$ cat src/hdl/wsht_pkg.sv
// ----------------------------------------------------------------------------
// wsht_pkg: shared constants and types for the window stack hit test block
// Widths, register indexes, request kinds and status codes.
// ----------------------------------------------------------------------------
package wsht_pkg;

    localparam int MAX_WINDOWS = 16;
    localparam int COORD_BITS  = 12;
    localparam int IDX_BITS    = $clog2(MAX_WINDOWS);
    localparam int CNT_BITS    = $clog2(MAX_WINDOWS + 1);
    localparam int CLOSE_OFFSET = 21;

    typedef logic [COORD_BITS-1:0] t_coord;
    typedef logic [7:0]            t_handle;

    typedef struct packed {
        t_handle handle;
        t_coord  left;
        t_coord  top;
        t_coord  width;
        t_coord  height;
    } t_slot;

    localparam logic [1:0] REG_SCREEN_W = 2'd0;
    localparam logic [1:0] REG_SCREEN_H = 2'd1;
    localparam logic [1:0] REG_TITLE_H  = 2'd2;
    localparam logic [1:0] REG_CLOSE_W  = 2'd3;

    localparam logic [2:0] KIND_ADD    = 3'd0;
    localparam logic [2:0] KIND_REMOVE = 3'd1;
    localparam logic [2:0] KIND_RAISE  = 3'd2;
    localparam logic [2:0] KIND_MOVE   = 3'd3;
    localparam logic [2:0] KIND_HIT    = 3'd4;

    localparam logic [1:0] ST_DONE    = 2'd0;
    localparam logic [1:0] ST_PRESENT = 2'd1;
    localparam logic [1:0] ST_FULL    = 2'd2;
    localparam logic [1:0] ST_MISSING = 2'd3;

endpackage

$ cat src/hdl/window_stack_hit_test_top.sv
// ----------------------------------------------------------------------------
// window_stack_hit_test_top
// Bottom-to-top window stack in one slot memory, with add, remove, raise,
// move and hit test requests.
// ----------------------------------------------------------------------------
// A request walks the slot memory one entry per cycle (search pass, then a shift
// pass for remove and raise); a hit test searches from the top entry down.
// Handshake: one request at a time; the next is accepted the cycle after the
// result is taken.
// Reset: synchronous, active low; clears count, FSM, result valid and loads
// default registers. Slot memory is not cleared (read only below count).
module window_stack_hit_test_top (
    input  logic                        i_clk,
    input  logic                        i_rst_n,
    input  logic                        i_cfg_we,
    input  logic [1:0]                  i_cfg_index,
    input  logic [11:0]                 i_cfg_data,
    input  logic                        i_valid,
    output logic                        o_ready,
    input  logic [2:0]                  i_kind,
    input  logic [7:0]                  i_window_handle,
    input  logic [wsht_pkg::COORD_BITS-1:0] i_pos_x,
    input  logic [wsht_pkg::COORD_BITS-1:0] i_pos_y,
    input  logic [wsht_pkg::COORD_BITS-1:0] i_width,
    input  logic [wsht_pkg::COORD_BITS-1:0] i_height,
    input  logic signed [8:0]           i_delta_x,
    input  logic signed [8:0]           i_delta_y,
    output logic                        o_valid,
    input  logic                        i_ready,
    output logic [1:0]                  o_status,
    output logic                        o_hit,
    output logic [7:0]                  o_hit_handle,
    output logic                        o_on_close_button,
    output logic                        o_on_title,
    output logic [4:0]                  o_window_count,
    output logic [wsht_pkg::COORD_BITS-1:0] o_moved_x,
    output logic [wsht_pkg::COORD_BITS-1:0] o_moved_y
);
    import wsht_pkg::*;

    typedef enum logic [5:0] {
        S_IDLE  = 6'b000001,
        S_SCAN  = 6'b000010,
        S_DEC   = 6'b000100,
        S_SHIFT = 6'b001000,
        S_WRTOP = 6'b010000,
        S_OUT   = 6'b100000
    } t_state;

    localparam int SW = COORD_BITS + 3; // signed work width

    t_state r_state, n_state;
    t_coord r_scr_w, r_scr_h;
    logic [7:0] r_title_h, r_close_w;
    logic [CNT_BITS-1:0] r_count;

    // request
    logic [2:0] r_kind;
    t_handle r_h;
    t_coord r_px, r_py, r_w, r_ht;
    logic signed [8:0] r_dx, r_dy;

    // memory
    t_slot mem [MAX_WINDOWS];
    t_slot r_rd;
    logic [IDX_BITS-1:0] r_raddr;
    logic r_rd_ok;                  // r_rd holds entry r_cur
    logic [CNT_BITS-1:0] r_cur;     // entry index being examined
    logic [CNT_BITS-1:0] r_idx;
    logic r_found;
    t_slot r_saved;
    logic [IDX_BITS-1:0] r_wr_idx;

    logic w_we;
    logic [IDX_BITS-1:0] w_waddr;
    t_slot w_wdata;

    // outputs
    logic r_ovalid;
    logic [1:0] r_st;
    logic r_hit, r_onc, r_ont;
    t_handle r_hh;
    t_coord r_mx, r_my;

    always_ff @(posedge i_clk) begin
        if (w_we) mem[w_waddr] <= w_wdata;
        r_rd <= mem[r_raddr];
    end

    // hit evaluation on read entry
    logic signed [SW-1:0] x0, y0, x1, y1, cx0, cx1, ty1, spx, spy;
    logic w_in, w_inc, w_inty;
    assign x0  = SW'(r_rd.left);
    assign y0  = SW'(r_rd.top);
    assign x1  = x0 + SW'(r_rd.width);
    assign y1  = y0 + SW'(r_rd.height);
    assign cx0 = x1 - SW'(CLOSE_OFFSET);
    assign cx1 = cx0 + SW'(r_close_w);
    assign ty1 = y0 + SW'(r_title_h);
    assign spx = SW'(r_px);
    assign spy = SW'(r_py);
    assign w_in   = spx > x0 && spx < x1 && spy > y0 && spy < y1;
    assign w_inty = spy > y0 && spy < ty1;
    assign w_inc  = spx > cx0 && spx < cx1 && w_inty;

    // clamp for move, on the entry captured at the match
    logic signed [SW-1:0] vx, vy, hx, hy, cxv, cyv;
    assign vx = SW'(r_saved.left) + SW'(r_dx);
    assign vy = SW'(r_saved.top) + SW'(r_dy);
    assign hx = SW'(r_scr_w) - SW'(r_saved.width);
    assign hy = SW'(r_scr_h) - SW'(r_saved.height);
    always_comb begin
        cxv = (vx > hx) ? hx : vx;
        if (cxv < 0) cxv = '0;
        cyv = (vy > hy) ? hy : vy;
        if (cyv < 0) cyv = '0;
    end

    wire w_top_scan = (r_kind == KIND_HIT);

    always_comb begin
        n_state = r_state;
        w_we = 1'b0;
        w_waddr = r_wr_idx;
        w_wdata = r_rd;
        case (r_state)
            S_IDLE:  if (i_valid) n_state = S_SCAN;
            S_SCAN: begin
                if (r_rd_ok) begin
                    if (w_top_scan ? w_in : (r_rd.handle == r_h)) n_state = S_DEC;
                    else if (r_cur == (w_top_scan ? CNT_BITS'(0) : r_count - 1'b1))
                        n_state = S_DEC;
                end else if (r_count == '0) begin
                    n_state = S_DEC;
                end
            end
            S_DEC: begin
                n_state = S_OUT;
                if (r_kind == KIND_ADD && !r_found && r_count < CNT_BITS'(MAX_WINDOWS)) begin
                    w_we = 1'b1;
                    w_waddr = r_count[IDX_BITS-1:0];
                    w_wdata = '{r_h, r_px, r_py, r_w, r_ht};
                end else if (r_kind == KIND_MOVE && r_found) begin
                    w_we = 1'b1;
                    w_waddr = r_idx[IDX_BITS-1:0];
                    w_wdata = r_saved;
                    w_wdata.left = cxv[COORD_BITS-1:0];
                    w_wdata.top  = cyv[COORD_BITS-1:0];
                end else if ((r_kind == KIND_REMOVE || r_kind == KIND_RAISE) && r_found) begin
                    n_state = (r_idx + 1'b1 < r_count) ? S_SHIFT :
                              (r_kind == KIND_RAISE ? S_WRTOP : S_OUT);
                end
            end
            S_SHIFT: begin
                // r_rd holds entry r_cur = r_wr_idx+1
                if (r_rd_ok) begin
                    w_we = 1'b1;
                    w_wdata = r_rd;
                    if (r_cur + 1'b1 >= r_count)
                        n_state = (r_kind == KIND_RAISE) ? S_WRTOP : S_OUT;
                end
            end
            S_WRTOP: begin
                w_we = 1'b1;
                w_waddr = IDX_BITS'(r_count - 1'b1);
                w_wdata = r_saved;
                n_state = S_OUT;
            end
            // hold until the result is taken
            S_OUT: if (r_ovalid && i_ready) n_state = S_IDLE;
            default: n_state = S_IDLE;
        endcase
    end

    assign o_ready = (r_state == S_IDLE);

    always_ff @(posedge i_clk) begin
        if (!i_rst_n) begin
            r_state <= S_IDLE;
            r_count <= '0;
            r_ovalid <= 1'b0;
            r_scr_w <= COORD_BITS'(1024);
            r_scr_h <= COORD_BITS'(768);
            r_title_h <= 8'd20;
            r_close_w <= 8'd16;
            r_rd_ok <= 1'b0;
        end else begin
            r_state <= n_state;
            if (o_valid && i_ready) r_ovalid <= 1'b0;
            if (i_cfg_we) begin
                case (i_cfg_index)
                    REG_SCREEN_W: r_scr_w <= i_cfg_data[COORD_BITS-1:0];
                    REG_SCREEN_H: r_scr_h <= i_cfg_data[COORD_BITS-1:0];
                    REG_TITLE_H:  r_title_h <= i_cfg_data[7:0];
                    REG_CLOSE_W:  r_close_w <= i_cfg_data[7:0];
                    default: ;
                endcase
            end
            case (r_state)
                S_IDLE: begin
                    r_rd_ok <= 1'b0;
                    if (i_valid) begin
                        r_kind <= i_kind; r_h <= i_window_handle;
                        r_px <= i_pos_x; r_py <= i_pos_y;
                        r_w <= i_width; r_ht <= i_height;
                        r_dx <= i_delta_x; r_dy <= i_delta_y;
                        r_found <= 1'b0;
                        r_hit <= 1'b0; r_onc <= 1'b0; r_ont <= 1'b0; r_hh <= '0;
                        r_mx <= '0; r_my <= '0;
                        if (i_kind == KIND_HIT) begin
                            r_cur <= r_count - 1'b1;
                            r_raddr <= IDX_BITS'(r_count - 1'b1);
                        end else begin
                            r_cur <= '0;
                            r_raddr <= '0;
                        end
                    end
                end
                S_SCAN: begin
                    if (r_rd_ok) begin
                        if (w_top_scan ? w_in : (r_rd.handle == r_h)) begin
                            r_found <= 1'b1;
                            r_idx <= r_cur;
                            r_saved <= r_rd;
                            r_hit <= w_top_scan;
                            r_hh <= w_top_scan ? r_rd.handle : '0;
                            r_onc <= w_top_scan && w_inc;
                            r_ont <= w_top_scan && !w_inc && w_inty;
                            r_rd_ok <= 1'b0;
                        end else begin
                            r_cur <= w_top_scan ? r_cur - 1'b1 : r_cur + 1'b1;
                            r_raddr <= w_top_scan ? IDX_BITS'(r_cur - 2'd2)
                                                  : IDX_BITS'(r_cur + 2'd2);
                        end
                    end else begin
                        r_rd_ok <= (r_count != '0);
                        r_raddr <= w_top_scan ? IDX_BITS'(r_cur - 1'b1)
                                              : IDX_BITS'(r_cur + 1'b1);
                    end
                end
                S_DEC: begin
                    r_rd_ok <= 1'b0;
                    r_wr_idx <= r_idx[IDX_BITS-1:0];
                    r_cur <= r_idx + 1'b1;
                    r_raddr <= IDX_BITS'(r_idx + 1'b1);
                    case (r_kind)
                        KIND_ADD: begin
                            if (r_found) r_st <= ST_PRESENT;
                            else if (r_count >= CNT_BITS'(MAX_WINDOWS)) r_st <= ST_FULL;
                            else begin
                                r_st <= ST_DONE;
                                r_count <= r_count + 1'b1;
                            end
                        end
                        KIND_REMOVE, KIND_RAISE, KIND_MOVE: begin
                            if (!r_found) r_st <= ST_MISSING;
                            else begin
                                r_st <= ST_DONE;
                                if (r_kind == KIND_MOVE) begin
                                    r_mx <= cxv[COORD_BITS-1:0];
                                    r_my <= cyv[COORD_BITS-1:0];
                                end
                            end
                        end
                        default: r_st <= ST_DONE;
                    endcase
                end
                S_SHIFT: begin
                    r_rd_ok <= 1'b1;
                    r_raddr <= r_rd_ok ? IDX_BITS'(r_cur + 2'd2) : IDX_BITS'(r_cur + 1'b1);
                    if (r_rd_ok) begin
                        r_wr_idx <= r_wr_idx + 1'b1;
                        r_cur <= r_cur + 1'b1;
                    end
                end
                S_OUT: begin
                    if (!r_ovalid) begin
                        r_ovalid <= 1'b1;
                        if (r_kind == KIND_REMOVE && r_found) r_count <= r_count - 1'b1;
                    end
                end
                default: ;
            endcase
        end
    end

    // Move clamps from r_saved, the copy of the matched entry taken in S_SCAN;
    // r_rd has already moved on to the next address by S_DEC.

    assign o_valid = r_ovalid;
    assign o_status = r_st;
    assign o_hit = r_hit;
    assign o_hit_handle = r_hh;
    assign o_on_close_button = r_onc;
    assign o_on_title = r_ont;
    assign o_window_count = 5'(r_count);
    assign o_moved_x = r_mx;
    assign o_moved_y = r_my;

    ap_cnt: assert property (@(posedge i_clk) disable iff (!i_rst_n)
        r_count <= CNT_BITS'(MAX_WINDOWS)) else $error("count over depth");
    ap_out: assert property (@(posedge i_clk) disable iff (!i_rst_n)
        o_valid |-> !o_ready) else $error("accept while result pending");
    ap_hit: assert property (@(posedge i_clk) disable iff (!i_rst_n)
        o_valid && !o_hit |-> !o_on_close_button && !o_on_title)
        else $error("zone flag without hit");
endmodule

$ cat config.mk
export PLATFORM = sky130hd
export DESIGN_NAME = window_stack_hit_test_top
export DESIGN_NICKNAME = d
export VERILOG_FILES = /design/src/hdl/wsht_pkg.sv /design/src/hdl/window_stack_hit_test_top.sv
export SDC_FILE = /design/constraint.sdc
export NUM_CORES = 1
export LEC_CHECK = 0
export BUFFER_PORTS_ARGS = -buffer_cell sky130_fd_sc_hd__buf_2
export CAP_MARGIN = 40
export CORE_MARGIN = 5
export CORE_UTILIZATION = 50
export DETAILED_ROUTE_END_ITERATION = 16
export PLACE_DENSITY = 0.69
export SYNTH_ARGS = -nofsm -noshare
export SYNTH_HDL_FRONTEND = slang
export SYNTH_SLANG_ARGS = --single-unit
$ cat constraint.sdc
create_clock -name i_clk -period 5.8 [get_ports i_clk]
set_clock_uncertainty 0.1 [all_clocks]
set_input_delay 1.74 -clock i_clk [delete_from_list [all_inputs] [get_ports i_clk]]
set_output_delay 1.74 -clock i_clk [all_outputs]
set_load 0.02 [all_outputs]
==> reports/qor.csv, run 1 <==
stage,metric,value,unit
worst_setup_path,arrival time of the worst setup path,5.72,ns
sta,Max-slew headroom,30.34,%
layout,Finished Core Util,57.60,%
layout,final net count,3692,
sta,Fmax,183.3,MHz
yosys,most frequently used flop master after synthesis,sky130_fd_sc_hd__edfxtp_1,
drt,Avg Vias per Cell,6.207,
sta,worst-margin pin slew,1.019,ns
drt,total DRC errors in the routed layout,0,
outcome,outcome,"complete, no violations",
die,overall die area,110800,um2
drt,DR iter-0 viols,3980,
yosys,Mapped Nets,3448,
yosys,dominant cells by area after synthesis,"sky130_fd_sc_hd__edfxtp_1 62%, sky130_fd_sc_hd__mux4_2 12%, sky130_fd_sc_hd__ha_1 5.2%, sky130_fd_sc_hd__dfxtp_1 4.2%, sky130_fd_sc_hd__nand2_1 1.3%",
global_routing,global-route met2 utilization,38.77,%
yosys,flip-flop and latch count after synthesis,1194,
die,I/O pins,140,
die,Core Region,103500,um2
yosys,number of synthesis warnings,0,
die,Placement Rows,118,
drt,via count of the routed design,30150,
clock_network,count of hold-fix buffers inserted at cts,0,
global_routing,global-route wire length before repair,202.4,mm
worst_setup_path,"slowest stage cell, crit path",sky130_fd_sc_hd__nor4_2,
drt,iteration count of the initial detailed-routing pass,8,
global_routing,antenna violations before repair,3,
sta,ratio of final minimum period to clock period,94.05,%
global_routing,number of global-route vias before repair,29640,
worst_hold_path,end point of the worst hold path,r_scr_h[0],
layout,Area growth syn-to-layout,14.34,%
global_routing,layer with the highest usage,met2,
yosys,cell with the most instances after synthesis,sky130_fd_sc_hd__edfxtp_1,
clock_network,number of sinks driven by the clock tree,1194,
placed_design,number of port buffers,139,
yosys,mean post-synth cell area,16.66,um2
pwr,maximum vdd ir drop,765.1,uV
placed_design,post-detailed-placement cell area,55350,um2
worst_setup_path,category of the worst setup path launch point,flop,
pwr,areal power density over the cells,494.4,nW/um2
drt,drt wl/cell,28.67,um
clock_network,insertion delay of the later-clocked pin in the worst-skew pair,0.72,ns
pwr,Leak,20.78,nW
worst_setup_path,start point of the critical path,r_rd[1],
layout,share of post-route cells with drive strength above 1,22.46,%
worst_setup_path,worst reg2reg setup slack,0.35,ns
clock_network,number of buffers created by CTS,118,
clock_network,CTS tree,done,
worst_setup_path,CP dominant cell by count,sky130_fd_sc_hd__o21a_1,
die,starting utilization of the core area,50.38,%
yosys,most frequent cells after synthesis,"1,085 x sky130_fd_sc_hd__edfxtp_1, 280 x sky130_fd_sc_hd__mux4_2, 215 x sky130_fd_sc_hd__ha_1, 174 x sky130_fd_sc_hd__nand2_1, 160 x sky130_fd_sc_hd__inv_1",
yosys,share of the synthesized area in the top cell type,62.49,%
sta,final setup violating endpoints,0,
worst_setup_path,cell-by-cell listing of the critical path,ha_1 > a21o_1 > a21oi_1 > o21bai_1 > a21oi_1 > nor2b_1 > o21a_1 > o21a_1 > o21a_1 > o41ai_1 > xor2_1 > ha_1 > nor4_1 > nand2_1 > a211o_1 > o21ai_0 > a31oi_1 > nor4_2 > a2bb2oi_2 > and3_1 > and2_4 > buf_12,
drt,total wire length after detailed routing,139.3,mm
pwr,overall power after layout,29.48,mW
placed_design,Post-Place Worst Slack,0.2854,ns
global_routing,met3 Resource Use GR,3.936,%
clock_network,library cell used as clock root buffer,sky130_fd_sc_hd__clkbuf_16,
yosys,post-synthesis cell area,52140,um2
worst_setup_path,worst reg2reg path startpoint,r_rd[1],
worst_hold_path,worst hold-check path type,flop to flop,
yosys,most area-hungry cell type in the Yosys netlist,sky130_fd_sc_hd__edfxtp_1,
die,Die Width,332.9,um
placed_design,dpl hpwl,87.05,mm
worst_setup_path,worst r2r path cells,22,
worst_hold_path,Hold Path Cell Cnt,2,
yosys,Cells after Synth,3129,
clock_network,"Clk pin slew, worst setup/hold paths",0.06,ns
global_routing,fraction of met1 tracks used by global routing,37.08,%
sta,pins over their slew limit,0,
yosys,count of flip-flops with a built-in enable after synthesis,1085,
worst_setup_path,data required time of the worst path,6.07,ns
die,die height,332.9,um
yosys,sequential cell area fraction in the yosys report,66.67,%
worst_setup_path,critical-path maximum fanout,42,
sta,final setup slack of the worst path,0.3450,ns
worst_setup_path,Critical R2R Capture,r_saved[49],
worst_setup_path,crit end category,flop,
worst_hold_path,Hold Startpoint,r_scr_h[0],
worst_setup_path,CP peak stage delay,0.42,ns
worst_setup_path,type of the setup path with the least slack,flop to flop,
layout,design area,59620,um2
global_routing,pin count of the biggest net entering global routing,100,
sta,count of final hold-check violations,0,
run,maxcap violations,0,
yosys,Post-synth ARST share,0,%
clock_network,largest buffer count on any clock path,3,
sta,crit path time final,5.455,ns
clock_network,number of H-tree branching levels,3,
global_routing,GRT Residual Overflow,0,
layout,Antenna Cells,0,
drt,number of nets with antenna violations after detailed routing,0,
placed_design,cell count after placement,4629,
yosys,library cells used by synthesis,79,
global_routing,total global-route track usage,24.79,%
layout,Non-Filler Instances,4858,
placed_design,RePlAce Congestion,0.9450,
==> area by class of cell <==
| cell class | count | area (um2) |
|---|---|---|
| flip-flops and latches | 1194 | 34760 |
| well taps | 1380 | 1727 |
| repair buffers | 241 | 1787 |
| fillers | 7741 | 43880 |
| inverters | 161 | 604.3 |
| clock inverters | 73 | 864.6 |
| clock buffers | 152 | 3294 |
| multi-input cells | 1657 | 16580 |
==> logic make-up after synthesis <==
logic type	share of synthesized area, %
DFF	66.67
adders and majority gates	5.486
and+or+nand+nor	4.763
muxes	12.37
buffers and inverters	2.004
xor gates and xnor gates	1.965
AOI/OAI and AO/OA	6.738
==> per-stage QoR <==
step | hold WS [ns] | TNS [ns]
3_3_place_gp | 0.3562 | 0
5_1_grt | 0.3982 | -0.1258
2_1_floorplan | 0.3244 | 0
4_1_cts | 0.3752 | 0
3_5_place_dp | 0.3667 | 0
6_report | 0.3748 | 0
==> timing repair <==
item | in CTS | in global routing
endpoints found under the setup margin | 0 | 312
resized for setup | 0 | 27
setup buffers | 0 | 2
==> power breakdown <==
part / switching [mW] / internal, mW / total (mW) / leakage (nW)
clock network: 3.32 / 4.74 / 8.05 / 2.02
registers: 0.678 / 10.9 / 11.6 / 10.7
logic: 5.67 / 4.19 / 9.87 / 8.06
total: 9.67 / 19.8 / 29.5 / 20.8
==> registers in the layout (all words and copies together), names as in the netlist, 9 cells and up <==
| signal | cells |
|---|---|
| r_dx | 9 |
| r_saved | 56 |
| r_px | 12 |
| r_w | 12 |
| mem | 896 |
| r_scr_w | 12 |
| r_scr_h | 12 |
| r_rd | 56 |
| r_py | 12 |
| o_moved_x | 12 |
| r_dy | 9 |
| r_ht | 12 |
| o_moved_y | 12 |
==> critical path: cells and delay by family (launching register included) <==
family                     cells  cell delay [ns]
DFF                            1             0.41
AOI/OAI and AO/OA             12             2.36
and+or+nand+nor                6             1.32
buffers and inverters          1             0.25
xor gates and xnor gates       1             0.12
adders and majority gates      2             0.47
==> placed cells by master, fill, tap and decap left out, types with 17 or more instances in the layout <==
cell type / n
sky130_fd_sc_hd__o21ai_0: 75
sky130_fd_sc_hd__a21oi_1: 111
sky130_fd_sc_hd__clkbuf_16: 121
sky130_fd_sc_hd__nor2_1: 114
sky130_fd_sc_hd__a21o_1: 46
sky130_fd_sc_hd__ha_1: 215
sky130_fd_sc_hd__nor3_1: 26
sky130_fd_sc_hd__nand3_1: 32
sky130_fd_sc_hd__nor2b_1: 30
sky130_fd_sc_hd__and2_1: 21
sky130_fd_sc_hd__buf_12: 25
sky130_fd_sc_hd__xor2_1: 50
sky130_fd_sc_hd__o221ai_1: 23
sky130_fd_sc_hd__nand4_1: 17
sky130_fd_sc_hd__inv_1: 160
sky130_fd_sc_hd__dfxtp_1: 109
sky130_fd_sc_hd__a21boi_0: 36
sky130_fd_sc_hd__buf_4: 73
sky130_fd_sc_hd__mux4_2: 280
sky130_fd_sc_hd__o21a_1: 26
sky130_fd_sc_hd__nand2_1: 167
sky130_fd_sc_hd__clkinv_2: 19
sky130_fd_sc_hd__nor2_4: 17
sky130_fd_sc_hd__edfxtp_1: 1085
sky130_fd_sc_hd__nand2b_1: 23
sky130_fd_sc_hd__a222oi_1: 46
sky130_fd_sc_hd__buf_2: 140
sky130_fd_sc_hd__xnor2_1: 67
==> layer usage <==
metal,vias to the layer above,part of all wire (%)
met5,-,0.0093
met4,2,2.6
met3,206,9.3
met2,1549,46
met1,15440,42
li1,12960,-
==> worst max-delay path by stage <==
stage | endpoint | slack, ns | cells after the start
global placement | mem[10][35] | 0.25 | 23
global route | mem[0][28] | -0.01 | 23
floorplan | mem[0][32] | 0.21 | 21
CTS | mem[11][35] | 0.27 | 23
detailed placement | mem[11][35] | 0.29 | 23
finish | r_saved[49] | 0.35 | 22
(Power assumes the default switching activity.)
==> run 2: changes to the inputs <==
--- a/config.mk
+++ b/config.mk
@@ -7,5 +7,5 @@
 export LEC_CHECK = 0
 export BUFFER_PORTS_ARGS = -buffer_cell sky130_fd_sc_hd__buf_2
-export CAP_MARGIN = 40
+export CAP_MARGIN = 20
 export CORE_MARGIN = 5
 export CORE_UTILIZATION = 50
==> constraint.sdc (replaced) <==
create_clock -name i_clk -period 5.8 [get_ports i_clk]
set_clock_uncertainty 0.1 [all_clocks]
set_input_delay 1.16 -clock i_clk [delete_from_list [all_inputs] [get_ports i_clk]]
set_output_delay 1.16 -clock i_clk [all_outputs]
set_load 0.02 [all_outputs]
==> run 2 against run 1 <==
Against the previous run:
- non-clock buffer count decreased by 8
- maximum frequency is 0.87% lower
- cell count about the same
==> reports/qor.csv, run 2 (same netlist as run 1, synthesis figures left out) <==
stage,metric,value,unit
die,I/O pins,140,
layout,largest reg by FF count,mem,
global_routing,antenna violations before repair,4,
die,starting utilization of the core area,50.38,%
worst_setup_path,type of the setup path with the least slack,flop to flop,
pwr,net load switching power,9.605,mW
worst_setup_path,arrival time of the worst setup path,5.77,ns
worst_hold_path,Hold Path Cell Cnt,2,
drt,DR iter-0 viols,3593,
drt,via count of the routed design,29990,
sta,final setup violating endpoints,0,
die,overall die area,110800,um2
clock_network,CTS tree,done,
drt,iteration count of the initial detailed-routing pass,7,
clock_network,largest buffer count on any clock path,3,
worst_setup_path,data required time of the worst path,6.07,ns
pwr,areal power density over the cells,490.4,nW/um2
clock_network,number of buffers created by CTS,121,
pwr,Leak,20.61,nW
pwr,fraction of power spent switching nets,33.08,%
die,Core Region,103500,um2
die,Die Width,332.9,um
pwr,maximum vdd ir drop,1061,uV
sta,hold slack,0.3737,ns
drt,total DRC errors in the routed layout,0,
worst_setup_path,worst r2r path cells,21,
sta,Max-slew headroom,23.86,%
drt,number of nets with antenna violations after detailed routing,0,
sta,crit path time final,5.503,ns
worst_setup_path,"slowest stage cell, crit path",sky130_fd_sc_hd__a221o_1,
worst_hold_path,end point of the worst hold path,r_scr_w[11],
clock_network,count of hold-fix buffers inserted at cts,0,
layout,Antenna Cells,0,
drt,Avg Vias per Cell,6.177,
pwr,register share of total power,39.7,%
pwr,Clock Power Share,26.3,%
layout,Area growth syn-to-layout,13.57,%
layout,"commonest non-fill, non-tap cell in the layout",sky130_fd_sc_hd__edfxtp_1,
sta,post-route setup TNS,0,ns
worst_setup_path,CP dominant cell by count,sky130_fd_sc_hd__a21oi_1,
pwr,overall power after layout,29.04,mW
worst_setup_path,CP peak stage delay,0.48,ns
pwr,Internal,19.43,mW
sta,worst-margin pin slew,1.141,ns
worst_hold_path,Hold Startpoint,r_scr_w[11],
die,die height,332.9,um
worst_setup_path,category of the worst setup path launch point,flop,
clock_network,library cell used as clock root buffer,sky130_fd_sc_hd__clkbuf_16,
layout,share of post-route cells with drive strength above 1,21.79,%
worst_hold_path,worst hold-check path type,flop to flop,
layout,final net count,3687,
worst_setup_path,crit end category,flop,
worst_setup_path,cell-by-cell listing of the critical path,ha_1 > fa_1 > a21o_1 > a21oi_1 > o21bai_1 > a2111oi_2 > o31ai_1 > a21oi_1 > o21ai_0 > xor2_1 > ha_1 > and4_1 > a21oi_1 > o21a_1 > o21ai_0 > a31oi_1 > buf_4 > nor2_1 > a21oi_1 > a21oi_1 > a221o_1,
die,Placement Rows,118,
clock_network,insertion delay of the later-clocked pin in the worst-skew pair,0.71,ns
placed_design,RePlAce Congestion,0.9472,
pwr,share of power burned in combinational logic,33.9,%
sta,Fmax,181.7,MHz
worst_setup_path,Critical R2R Capture,mem[0][24],
global_routing,total global-route track usage,24.57,%
global_routing,number of global-route vias before repair,29440,
global_routing,pin count of the biggest net entering global routing,118,
worst_setup_path,critical-path maximum fanout,16,
layout,"commonest cells after routing, fill and taps aside","1,085 x sky130_fd_sc_hd__edfxtp_1, 280 x sky130_fd_sc_hd__mux4_2, 215 x sky130_fd_sc_hd__ha_1",
sta,ratio of final minimum period to clock period,94.87,%
placed_design,number of port buffers,139,
layout,registers with the most flip-flops,"mem (896), r_rd (56), r_saved (56)",
global_routing,GRT Residual Overflow,0,
clock_network,number of H-tree branching levels,3,
global_routing,global-route wire length before repair,201.0,mm
outcome,outcome,"complete, no violations",
layout,Non-Filler Instances,4854,
clock_network,"Clk pin slew, worst setup/hold paths",0.06,ns
sta,pins over their slew limit,0,
placed_design,dpl hpwl,86.52,mm
drt,total wire length after detailed routing,137.8,mm
clock_network,number of sinks driven by the clock tree,1194,
drt,drt wl/cell,28.38,um
worst_setup_path,start point of the critical path,r_saved[24],
worst_setup_path,worst reg2reg setup slack,0.30,ns
run,maxcap violations,0,
sta,count of final hold-check violations,0,
placed_design,cell count after placement,4624,
worst_setup_path,worst reg2reg path startpoint,r_saved[24],
layout,flip-flop count of the largest register after layout,896,
[run 2: changes by cell type in the layout (fill, tap and decap cells not counted), sizes merged]
cell / change
bufinv: -7
buf: -7
clkinvlp: -1
clkinv: +11
clkbuf: +2
inv: -2
[run 2: per-stage QoR]
| stage | cell area [um2] | worst slack, ns | util (%) |
|---|---|---|---|
| detailed placement | 55230 | 0.1357 | 53.36 |
| global placement | 55230 | 0.1711 | 53.36 |
| finish | 59220 | 0.2974 | 57.21 |
| global route | 59220 | -0.008916 | 57.21 |
| CTS | 59150 | 0.08649 | 57.16 |
| floorplan | 52140 | 0.2094 | - |
[run 2: worst max-delay path: cells and delay by family (launching register included)]
family | cells | cell delay [ns]
fa+ha+maj | 3 | 0.98
compound gates | 14 | 3.00
buf+inv | 1 | 0.21
xor+xnor | 1 | 0.17
simple gates | 2 | 0.31
flops | 1 | 0.40
[run 2: layout make-up]
| class | count | area [um2] |
|---|---|---|
| clock buffers | 155 | 3267 |
| clock inverters | 74 | 660.6 |
| fillers | 7846 | 44280 |
| inverters | 161 | 604.3 |
| multi-input cells | 1657 | 16550 |
| flip-flops and latches | 1194 | 34760 |
| well taps | 1380 | 1727 |
| repair buffers | 233 | 1643 |
[run 2: worst max path at each step]
| stage | to |
|---|---|
| 2_1_floorplan | mem[0][32] |
| 3_3_place_gp | mem[9][35] |
| 3_5_place_dp | mem[11][35] |
| 4_1_cts | mem[0][35] |
| 5_1_grt | mem[0][24] |
| 6_report | mem[0][24] |
[run 2: per-layer routing]
layer,vias to the layer above,wire [um],track usage (%)
met3,174,12770,4.239
met2,1470,64290,38.67
met1,15390,57580,36.39
li1,12950,-,-
met4,0,3111,5.873
met5,-,0,0
[run 2: power by group through the flow]
stage                     combinational, mW  sequential, mW  clock (mW)
after floorplan                        7.27            11.4           0
after global placement                 9.56            11.7           0
after detailed placement               9.75            11.7           0
after CTS                              9.83            11.5        7.75
after global routing                   11.0            11.5        8.16
final                                  9.85            11.5        7.65
[run 2: what timing repair did]
item                                    CTS  global route
buffers inserted                          0             1
endpoints found under the setup margin    0           338
gates resized for setup                   0            15
